$ cat src/sv/http_chunked_body_decoder_core_defines.svh
// Assertion macros shared by the chunked body decoder.
`ifndef HTTP_CHUNKED_BODY_DECODER_CORE_DEFINES_SVH
`define HTTP_CHUNKED_BODY_DECODER_CORE_DEFINES_SVH

`ifndef NO_ASSERTIONS

// Same-cycle implication, held off while reset is asserted.
`define HCBD_ASSERT_NOW(lbl, clk, rst_n, pre, post) \
	lbl: assert property (@(posedge clk) disable iff (!(rst_n)) (pre) |-> (post)) \
		else $error("assertion failed");

// Next-cycle implication, held off while reset is asserted.
`define HCBD_ASSERT_NEXT(lbl, clk, rst_n, pre, post) \
	lbl: assert property (@(posedge clk) disable iff (!(rst_n)) (pre) |=> (post)) \
		else $error("assertion failed");

`else

`define HCBD_ASSERT_NOW(lbl, clk, rst_n, pre, post)
`define HCBD_ASSERT_NEXT(lbl, clk, rst_n, pre, post)

`endif

`endif

$ cat src/sv/hcbd_pkg.sv
package hcbd_pkg;

	localparam int COUNT_BITS_DEF = 32;
	localparam int QUEUE_DEPTH_DEF = 4;
	localparam int LEN_BITS = 32;

	localparam logic [7:0] CHAR_LF = 8'h0A;
	localparam logic [7:0] CHAR_CR = 8'h0D;
	localparam logic [4:0] HEX_BASE = 5'd16;
	localparam logic [4:0] LETTER_BASE = 5'd10;

	typedef enum logic [1:0] {
		ST_RAN_OUT   = 2'd0,
		ST_ZERO_SIZE = 2'd1,
		ST_NO_DIGITS = 2'd2
	} end_status_t;

	typedef enum logic [2:0] {
		PH_SIZE     = 3'd0,
		PH_EXT      = 3'd1,
		PH_DATA     = 3'd2,
		PH_AFTER_CR = 3'd3,
		PH_AFTER_LF = 3'd4,
		PH_DONE     = 3'd5
	} phase_t;

	// One classified input transaction as it sits in the queue.
	typedef struct packed {
		logic [7:0] data;
		logic       has_byte;
		logic       eob;
		logic       is_hex;
		logic [3:0] hex_val;
		logic       is_lf;
		logic       is_cr;
	} item_t;

	typedef struct packed {
		logic full;
		logic valid;
	} q_status_t;

endpackage

$ cat src/sv/hcbd_front.sv
module hcbd_front
	import hcbd_pkg::*;
(
	input  logic       in_valid,
	output logic       in_ready,
	input  logic [7:0] in_byte,
	input  logic       has_byte,
	input  logic       end_of_body,
	input  q_status_t  q_status,
	output logic       push,
	output item_t      push_item
);

	logic [4:0] letter_off;

	assign in_ready = !q_status.full;
	assign push = in_valid && in_ready;

	always_comb begin
		push_item = '0;
		push_item.data = in_byte;
		push_item.has_byte = has_byte;
		push_item.eob = end_of_body;
		push_item.is_lf = (in_byte == CHAR_LF);
		push_item.is_cr = (in_byte == CHAR_CR);
		// letters differ in case by bit 5 only
		letter_off = {2'b00, in_byte[2:0]} + LETTER_BASE - 5'd1;
		if (in_byte >= 8'h30 && in_byte <= 8'h39) begin
			push_item.is_hex = 1'b1;
			push_item.hex_val = in_byte[3:0];
		end else if ((in_byte >= 8'h41 && in_byte <= 8'h46)
				|| (in_byte >= 8'h61 && in_byte <= 8'h66)) begin
			push_item.is_hex = 1'b1;
			push_item.hex_val = letter_off[3:0];
		end
	end

endmodule

$ cat src/sv/hcbd_queue.sv
module hcbd_queue
	import hcbd_pkg::*;
#(
	parameter int DEPTH = QUEUE_DEPTH_DEF
) (
	input  logic      clk,
	input  logic      arst_n,
	input  logic      push,
	input  item_t     push_item,
	input  logic      pop,
	output item_t     head,
	output q_status_t status
);

	localparam int PTR_BITS = (DEPTH > 1) ? $clog2(DEPTH) : 1;
	localparam int CNT_BITS = $clog2(DEPTH + 1);

	item_t               slot_q [DEPTH];
	logic [PTR_BITS-1:0] wr_ptr_q;
	logic [PTR_BITS-1:0] rd_ptr_q;
	logic [CNT_BITS-1:0] count_q;

	assign head = slot_q[rd_ptr_q];
	assign status.valid = (count_q != '0);
	assign status.full = (count_q == CNT_BITS'(DEPTH));

	always_ff @(posedge clk) begin
		if (push) begin
			slot_q[wr_ptr_q] <= push_item;
		end
	end

	always_ff @(posedge clk or negedge arst_n) begin
		if (!arst_n) begin
			wr_ptr_q <= '0;
			rd_ptr_q <= '0;
			count_q <= '0;
		end else begin
			if (push) begin
				wr_ptr_q <= (wr_ptr_q == PTR_BITS'(DEPTH - 1)) ? '0 : wr_ptr_q + 1'b1;
			end
			if (pop) begin
				rd_ptr_q <= (rd_ptr_q == PTR_BITS'(DEPTH - 1)) ? '0 : rd_ptr_q + 1'b1;
			end
			case ({push, pop})
				2'b10:   count_q <= count_q + 1'b1;
				2'b01:   count_q <= count_q - 1'b1;
				default: count_q <= count_q;
			endcase
		end
	end

endmodule

$ cat src/sv/hcbd_back.sv
module hcbd_back
	import hcbd_pkg::*;
#(
	parameter int COUNT_BITS = COUNT_BITS_DEF
) (
	input  logic                clk,
	input  logic                arst_n,
	input  q_status_t           q_status,
	input  item_t               head,
	output logic                pop,
	output logic                out_valid,
	input  logic                out_ready,
	output logic [7:0]          out_byte,
	output logic                is_data,
	output logic                last,
	output logic [LEN_BITS-1:0] decoded_length,
	output logic [1:0]          end_status
);

	phase_t                phase_q, phase_d;
	logic [COUNT_BITS-1:0] chunk_q, chunk_d;
	logic                  seen_q, seen_d;
	logic [COUNT_BITS-1:0] left_q, left_d;
	logic [LEN_BITS-1:0]   count_q, count_d;
	end_status_t           reason_q, reason_d;
	logic                  pend_end_q;

	logic out_valid_q;
	logic [7:0] byte_q;
	logic is_data_q;
	logic [LEN_BITS-1:0] len_q;
	logic [1:0] status_q;

	logic take, do_size, do_finish, data_hit, need_out, out_free, advance, split;

	assign out_free = !out_valid_q || out_ready;

	always_comb begin
		phase_d = phase_q;
		chunk_d = chunk_q;
		seen_d = seen_q;
		left_d = left_q;
		count_d = count_q;
		reason_d = reason_q;
		do_size = 1'b0;
		do_finish = 1'b0;
		data_hit = 1'b0;
		take = q_status.valid && head.has_byte && !pend_end_q;

		if (take) begin
			unique case (phase_q)
				PH_SIZE: do_size = 1'b1;
				PH_EXT: do_finish = head.is_lf;
				PH_DATA: begin
					data_hit = 1'b1;
					if (count_q != '1) begin
						count_d = count_q + 1'b1;
					end
					left_d = left_q - COUNT_BITS'(1);
					if (left_q == COUNT_BITS'(1)) begin
						phase_d = PH_AFTER_CR;
					end
				end
				PH_AFTER_CR: begin
					if (head.is_cr) begin
						phase_d = PH_AFTER_LF;
					end else begin
						phase_d = PH_SIZE;
						do_size = !head.is_lf;
					end
				end
				PH_AFTER_LF: begin
					phase_d = PH_SIZE;
					do_size = !head.is_lf;
				end
				PH_DONE: ;
				default: ;
			endcase
		end

		if (do_size) begin
			if (head.is_hex) begin
				chunk_d = {chunk_q[COUNT_BITS-5:0], head.hex_val};
				seen_d = 1'b1;
			end else if (head.is_lf) begin
				do_finish = 1'b1;
			end else begin
				phase_d = PH_EXT;
			end
		end

		if (do_finish) begin
			if (!seen_q) begin
				reason_d = ST_NO_DIGITS;
				phase_d = PH_DONE;
			end else if (chunk_q == '0) begin
				reason_d = ST_ZERO_SIZE;
				phase_d = PH_DONE;
			end else begin
				left_d = chunk_q;
				phase_d = PH_DATA;
			end
			chunk_d = '0;
			seen_d = 1'b0;
		end

		need_out = pend_end_q || data_hit || head.eob;
		advance = q_status.valid && (!need_out || out_free);
		// a payload byte that also closes the body gives two results
		split = data_hit && head.eob;
		pop = advance && !split;
	end

	always_ff @(posedge clk or negedge arst_n) begin
		if (!arst_n) begin
			phase_q <= PH_SIZE;
			chunk_q <= '0;
			seen_q <= 1'b0;
			left_q <= '0;
			count_q <= '0;
			reason_q <= ST_RAN_OUT;
			pend_end_q <= 1'b0;
			out_valid_q <= 1'b0;
		end else begin
			if (advance && need_out) begin
				out_valid_q <= 1'b1;
			end else if (out_ready) begin
				out_valid_q <= 1'b0;
			end
			if (advance) begin
				if (head.eob && !split) begin
					phase_q <= PH_SIZE;
					chunk_q <= '0;
					seen_q <= 1'b0;
					left_q <= '0;
					count_q <= '0;
					reason_q <= ST_RAN_OUT;
					pend_end_q <= 1'b0;
				end else begin
					phase_q <= phase_d;
					chunk_q <= chunk_d;
					seen_q <= seen_d;
					left_q <= left_d;
					count_q <= count_d;
					reason_q <= reason_d;
					pend_end_q <= split;
				end
			end
		end
	end

	always_ff @(posedge clk) begin
		if (advance && need_out) begin
			is_data_q <= data_hit;
			byte_q <= data_hit ? head.data : 8'd0;
			len_q <= data_hit ? '0 : count_d;
			status_q <= data_hit ? ST_RAN_OUT : reason_d;
		end
	end

	assign out_valid = out_valid_q;
	assign out_byte = byte_q;
	assign is_data = is_data_q;
	assign last = !is_data_q;
	assign decoded_length = len_q;
	assign end_status = status_q;

endmodule

$ cat src/sv/http_chunked_body_decoder_core.sv
// channel | handshake            | payload
// in      | in_valid / in_ready  | in_byte, has_byte, end_of_body
// out     | out_valid / out_ready| out_byte, is_data, last, decoded_length, end_status
//
// One input transaction per cycle while in_ready is high. A transaction enters a small
// queue in the cycle it is accepted and is decoded by the back end in the next cycle at
// best. A payload byte that also closes the body gives a data result, then an end result.
// arst_n clears the queue, the decode state and the output valid flag.
// The queue (QUEUE_DEPTH entries) absorbs output stalls; in_ready drops when it fills.
`include "http_chunked_body_decoder_core_defines.svh"

module http_chunked_body_decoder_core
	import hcbd_pkg::*;
#(
	parameter int COUNT_BITS = COUNT_BITS_DEF,
	parameter int QUEUE_DEPTH = QUEUE_DEPTH_DEF
) (
	input  logic                clk,
	input  logic                arst_n,
	input  logic                in_valid,
	output logic                in_ready,
	input  logic [7:0]          in_byte,
	input  logic                has_byte,
	input  logic                end_of_body,
	output logic                out_valid,
	input  logic                out_ready,
	output logic [7:0]          out_byte,
	output logic                is_data,
	output logic                last,
	output logic [LEN_BITS-1:0] decoded_length,
	output logic [1:0]          end_status
);

	q_status_t q_status;
	item_t     push_item;
	item_t     head;
	logic      push;
	logic      pop;

	hcbd_front u_front (
		.in_valid   (in_valid),
		.in_ready   (in_ready),
		.in_byte    (in_byte),
		.has_byte   (has_byte),
		.end_of_body(end_of_body),
		.q_status   (q_status),
		.push       (push),
		.push_item  (push_item)
	);

	hcbd_queue #(
		.DEPTH(QUEUE_DEPTH)
	) u_queue (
		.clk      (clk),
		.arst_n   (arst_n),
		.push     (push),
		.push_item(push_item),
		.pop      (pop),
		.head     (head),
		.status   (q_status)
	);

	hcbd_back #(
		.COUNT_BITS(COUNT_BITS)
	) u_back (
		.clk           (clk),
		.arst_n        (arst_n),
		.q_status      (q_status),
		.head          (head),
		.pop           (pop),
		.out_valid     (out_valid),
		.out_ready     (out_ready),
		.out_byte      (out_byte),
		.is_data       (is_data),
		.last          (last),
		.decoded_length(decoded_length),
		.end_status    (end_status)
	);

	`HCBD_ASSERT_NOW(a_data_fields_clear, clk, arst_n, out_valid && is_data, decoded_length == '0 && end_status == ST_RAN_OUT)
	`HCBD_ASSERT_NOW(a_stall_means_full, clk, arst_n, !in_ready, q_status.full && q_status.valid)
	`HCBD_ASSERT_NOW(a_pop_needs_entry, clk, arst_n, pop, q_status.valid)
	`HCBD_ASSERT_NEXT(a_end_status_range, clk, arst_n, out_valid && !is_data, end_status != 2'd3)

endmodule
$ cat config.mk
export PLATFORM = sky130hd
export DESIGN_NAME = http_chunked_body_decoder_core
export DESIGN_NICKNAME = d
export VERILOG_FILES = /design/src/sv/hcbd_pkg.sv /design/src/sv/hcbd_front.sv /design/src/sv/hcbd_queue.sv /design/src/sv/hcbd_back.sv /design/src/sv/http_chunked_body_decoder_core.sv
export VERILOG_INCLUDE_DIRS = /design/src /design/src/sv
export SDC_FILE = /design/constraint.sdc
export NUM_CORES = 1
export LEC_CHECK = 0
export BUFFER_PORTS_ARGS = -buffer_cell sky130_fd_sc_hd__buf_4
export CORE_MARGIN = 8
export CORE_UTILIZATION = 55
export DETAILED_ROUTE_END_ITERATION = 7
export PLACE_DENSITY = 0.76
export SLEW_MARGIN = 30
export SYNTH_ARGS = -nofsm -noshare
export SYNTH_HDL_FRONTEND = slang
export SYNTH_HIERARCHICAL = 1
export SYNTH_SLANG_ARGS = --single-unit
$ cat constraint.sdc
create_clock -name clk -period 4.35 [get_ports clk]
set_input_delay 0.2175 -clock clk [delete_from_list [all_inputs] [get_ports clk]]
set_output_delay 0.2175 -clock clk [all_outputs]
set_load 0.02 [all_outputs]
## After elaboration in Yosys (flattened, before gate mapping)

Memories as Yosys holds them, arrays and structs flattened.
Index checks and enable logic that the tools add are counted.

| storage, ports and cells | value |
|---|---|
| flip-flop bits (word level) | 154 |
| ROM bits | 0 |
| output and inout port bits | 46 |
| memory bits (writable) | 68 |
| logic and storage cells | 127 |
| memories kept | 1 |
| bits of input ports | 14 |
| bits in latches | 0 |

| cells by class | value |
|---|---|
| reduce and logical (&&, ||, !) cells | 31 |
| shift-type cells | 0 |
| add/sub/neg operators | 8 |
| eq/ne operators | 13 |
| $lt $le $gt $ge | 6 |
| div/mod/pow operators | 0 |
| multipliers | 0 |
| bitwise gates (word level) | 0 |
| multiplexer cells | 53 |

Memories:

| memory | words | bits a word | rd ports | clocked after Yosys merged registers in | wr ports | RTL line | RTL |
|---|---|---|---|---|---|---|---|
| u_queue.slot_q | 4 | 17 | 1 | 0 | 1 | hcbd_queue.sv:18 | `item_t slot_q [DEPTH];` |

Operators by type and width:

| kind | number |
|---|---|
| 2-to-1 mux 32 bit | 14 |
| adder 32 x 1 -> 32 bit (second input constant) | 1 |
| equality test 32 x 1 -> 1 bit (second input constant) | 1 |
| logical NOT 32 bit | 1 |
| inequality test 32 bit (second input constant) | 1 |
| subtractor 32 x 1 -> 32 bit (second input constant) | 1 |
| 2-to-1 mux 3 bit | 10 |
| 2-to-1 mux 1 bit | 18 |
| equality test 8 x 4 -> 1 bit (second input constant) | 2 |
| >= comparator 8 x 7 -> 1 bit (second input constant) | 2 |
| less-or-equal comparator 8 x 7 -> 1 bit (second input constant) | 2 |
| 2-to-1 mux 2 bit | 6 |
| logical AND 1 bit | 11 |
| 2-to-1 mux 5 bit | 2 |
| case mux 3 bit (3 select lines) | 1 |
| nonzero test 3 bit | 3 |
| >= comparator 8 x 6 -> 1 bit (second input constant) | 1 |
| less-or-equal comparator 8 x 6 -> 1 bit (second input constant) | 1 |
| logical NOT 1 bit | 7 |
| equality test 2 bit (second input constant) | 3 |
| equality test 3 x 2 -> 1 bit (second input constant) | 2 |
| equality test 3 bit (second input constant) | 2 |
| case mux 3 bit (2 select lines) | 1 |
| logical OR 1 bit | 5 |
| 11 further kinds | 13 |

## Depth between registers and ports, before layout

| logic depth | value |
|---|---|
| depth in word-level cells | 12 |
| mapped depth | 15 |
| depth with buffers taken out | 11 |

## Hierarchy

The synthesis kept the hierarchy.

Modules (own cells, without submodules):

| module | area each (um^2) | seq. area each (um^2) | cells an instance | times used |
|---|---|---|---|---|
| hcbd_back | 7462.2 | 3893.7 | 751 | 1 |
| hcbd_queue | 2915.3 | 2217.1 | 128 | 1 |
| hcbd_front | 312.8 | 0.0 | 41 | 1 |

## Worst setup path before layout

No wires, ideal clock.

| timing path | value |
|---|---|
| path kind | flip-flop to flip-flop |
| from | reg u_queue.rd_ptr_q[0] |
| to | reg u_back.len_q[0], in the netlist u_back/decoded_length[0] (enable) |
| library setup time | 0.459 ns |
| arrival time | 3.893 ns |
| data required time | 3.891 ns |
| stages on the path, launching flop included | 9 |
| slack | -0.002 ns |
| buffers on the path | 2 |
| cells stage by stage | dfrtp_1 > buf_6 > mux4_1 > and4bb_2 > nand2_1 > inv_1 > clkbuf_1 > nor2_1 > a21oi_1 |

RTL lines:

| item | RTL line | RTL |
|---|---|---|
| start: declaration | hcbd_queue.sv:20 | `logic [PTR_BITS-1:0] rd_ptr_q;` |
| start signal: assignment | hcbd_queue.sv:43 | `rd_ptr_q <= (rd_ptr_q == PTR_BITS'(DEPTH - 1)) ? '0 : rd_ptr_q + 1'b1;` |
| end signal: assignment | hcbd_back.sv:156 | `len_q <= data_hit ? '0 : count_d;` |
| end: declaration | hcbd_back.sv:31 | `logic [LEN_BITS-1:0] len_q;` |

==> metrics.md <==
| Metric | Value |
|---|---|
| FF-to-FF setup slack | `770 ps` |
| Mapped Area | `10700 sq um` |
| Min-delay src | `in_valid` |
| Final min period | `3580 ps` |
| Initial drt markers | `729` |
| CP Cell Sequence | `mux4_1, and4bb_2, nand2_1, inv_1, buf_4, o311a_1, nand4_1, or3_1, o21ai_0` |
| Clk buf depth | `3` |
| Worst stage delay on the critical path | `800 ps` |
| Routability Congestion | `0.856` |
| Number of nets still failing antenna checks after routing | `0` |
| Initial antenna violation count | `0` |
| CTS buffer count | `23` |
| Largest net degree at the start of global routing | `79` |
| Die area | `24200 sq um` |
| Final setup violating endpoints | `0` |
| Vias/cell | `6.26` |
| Post-synthesis net count | `948` |
| DRC | `0` |
| Pwr dens | `686 nW/um^2` |
| Yosys warns | `6` |
| CTS tree | `done` |
| Max FO, Critical Path | `28` |
| Leakage | `0.00491 uW` |
| Core area | `19300 sq um` |
| Register area share after synthesis | `57.2%` |
| Total track usage | `19.9%` |
| First-pass GRT wire length | `39.5 mm` |
| Worst-case reg-to-reg path depth | `9` |
| Average cell area after synthesis | `11.6 sq um` |
| Postcts setup bufs | `0` |
| Share of cells above drive strength 1 | `14.4%` |
| Initial core utilization | `55.5%` |
| Ant diodes | `0` |
| WS Path Type | `register to register` |
| Reg2reg start | `u_queue/rd_ptr_q[1]` |
| Worst path required time | `4790 ps` |
| Worst hold slack | `153 ps` |
| Hold Path Cell Cnt | `4` |
| Status | `completed` |
| Max-slew violations | `0` |
| Post-synthesis cell count | `920` |
| Final HPWL DP | `15.4 mm` |
| Worst hold path class | `input pin to register` |
| Nets | `996` |
| Relative slew slack | `40.8%` |
| Vias in the first global route | `7611` |
| IO Pins | `60` |
| Area growth from synthesis to layout | `14.3%` |
| Routed WL | `24.1 mm` |
| F_max | `0.279 GHz` |
| Count of cell types in the netlist | `74` |
| CTS Sinks | `222` |
| I/O Buffers | `59` |
| Clk slew on worst S/H paths | `60 ps` |
| Fillers | `1458` |
| Fin. Hold Viols | `0` |
| Total negative slack | `0 ps` |
| Top FF cell, synth | `edfxtp_1` |
| VDD IR-drop max | `511 uV` |
| Max-cap violations | `0` |
| Post-DR wirelength/cell | `19.3 microns` |
| Clk root buf | `clkbuf_16` |
| Reg2reg end | `u_back/count_q[18]` |
| Worst hold path endpoint | `u_queue/wr_ptr_q[1]` |
| Most frequent cells in the layout | `111 x dfrtp_1, 111 x edfxtp_1, 75 x buf_4` |
| CTS H-tree lvls | `1` |
| Final Skew | `9.87 ps` |
| CP Launch Type | `register` |
| Actual slew at the worst max-slew pin | `889 ps` |
| Die width | `155 microns` |
| RSZ-0062 raised after global routing | `false` |
| # rows | `51` |
| Remaining Overflow, GRT | `0` |
| EDFF count, synth | `111` |
| Period utilization | `82.4%` |
| Die Span Y | `155 microns` |
| Iteration count of the initial detailed-routing pass | `6` |
| WP data arrival | `4030 ps` |
| Yosys reg bits | `222` |
| Fin util | `63.4%` |
| Skew-Pair Late Insertion Delay | `520 ps` |
| Worst setup EP type | `register` |
| Max stage delay cell, worst path | `dfrtp_1` |
| FFs w/ async S/R, synth | `50.0%` |
| DR vias | `7819` |
## power by group
group	internal, uW	switching [uW]	total [uW]
sequential	2790	287	3080
combinational	1170	2190	3360
clock	1140	806	1940
## metrics by stage
stage / cell area, sq um / setup WS (ps) / power [uW] / cells
final: 12200 / 767 / 8380 / 1250
after global routing: 12200 / 495 / 8840 / 1250
after CTS: 12200 / 825 / 8410 / 1250
after detailed placement: 11400 / 826 / 6430 / 1197
after global placement: 11300 / 821 / 6340 / 1196
after floorplan: 10700 / 762 / 5290 / 920
## synthesized netlist by cell type, types with 4 or more instances
cell type	number	share of area [%]
o2bb2ai_1	4	0.33
o211ai_1	7	0.49
mux4_2	8	1.7
a21oi_1	34	1.6
or3_1	12	0.70
nand2b_1	6	0.35
nand4_1	27	1.6
nand2_1	56	2.0
o21bai_1	5	0.35
buf_4	10	0.70
o31ai_1	12	0.84
a21o_1	8	0.56
and4_1	10	0.82
or2_2	6	0.35
o21ai_0	74	3.5
dfrtp_1	111	26
nand3_1	35	1.6
a41oi_1	4	0.33
mux4_1	9	2.2
buf_2	5	0.23
o22ai_1	7	0.41
a22oi_1	4	0.28
nor4_1	13	0.76
a22o_1	41	3.4
nor2b_1	6	0.35
and3_1	20	1.2
a31oi_1	11	0.64
a32oi_1	8	0.66
and2_1	38	2.2
nor3_1	23	1.1
edfxtp_1	111	31
clkbuf_1	46	1.6
nor2_1	39	1.4
inv_1	27	0.95
ha_1	13	1.5
o41ai_1	8	0.66
nand3b_1	4	0.28
## worst max path at each step
stage | from | endpoint | cells past startpoint
after global routing | u_queue/rd_ptr_q[1] | u_back/count_q[30] | 8
final | u_queue/rd_ptr_q[1] | u_back/count_q[18] | 9
after floorplan | u_queue/rd_ptr_q[0] | u_queue/count_q[2] | 15
after CTS | u_queue/rd_ptr_q[1] | u_back/count_q[18] | 9
after detailed placement | u_queue/rd_ptr_q[1] | u_back/count_q[18] | 9
after global placement | u_queue/rd_ptr_q[1] | u_back/count_q[25] | 8
## registers in the layout, indices dropped and copies added, names as in the netlist, 2 cells and up
name                   cells
u_back/phase_q             3
u_queue/wr_ptr_q           2
u_queue/slot_q            68
u_back/out_byte            8
u_back/end_status          2
u_back/reason_q            2
u_back/chunk_q            32
u_queue/rd_ptr_q           2
u_back/left_q             32
u_back/count_q            32
u_back/decoded_length     32
u_queue/count_q            3
## logic make-up (layout without fill, tap and decap cells)
group	Yosys count	count (layout)	synth area share [%]
xor+xnor	4	4	0.328
flops	222	222	57.2
buf+inv	92	157	3.86
simple gates	315	315	16.4
mux	20	20	4.20
fa+ha+maj	14	14	1.71
compound gates	253	253	16.3
## area by class of cell
type                       count  area (sq um)  share of cell area (%)
sequential                   222          6110                    50.0
multi-input combinational    606          4220                    34.6
timing repair buffer          88           696                    5.70
inverter                      27           101                   0.830
clock inverter                12           129                    1.06
tap                          265           332                    2.71
clock buffer                  30           622                    5.09
## critical path: cells and delay by family, from the launching register on
family	cells	cell delay (ps)
flops	1	800
buf+inv	2	470
compound gates	2	680
mux	1	330
simple gates	4	1200
## routing by layer
| layer | global-route usage (%) | vias up | routed length (microns) |
|---|---|---|---|
| met2 | 32.8 | 282 | 11800 |
| met5 | 0 | - | 0 |
| met3 | 2.80 | 55 | 1380 |
| met4 | 6.98 | 0 | 590 |
| met1 | 26.5 | 3840 | 10300 |
| li1 | - | 3642 | - |
## what timing repair did
item / in CTS / in global routing
hold endpoints to repair: 117 / 0
hold buffers: 11 / 0
gates resized for setup: 0 / 0
(Power assumes the default switching activity.)
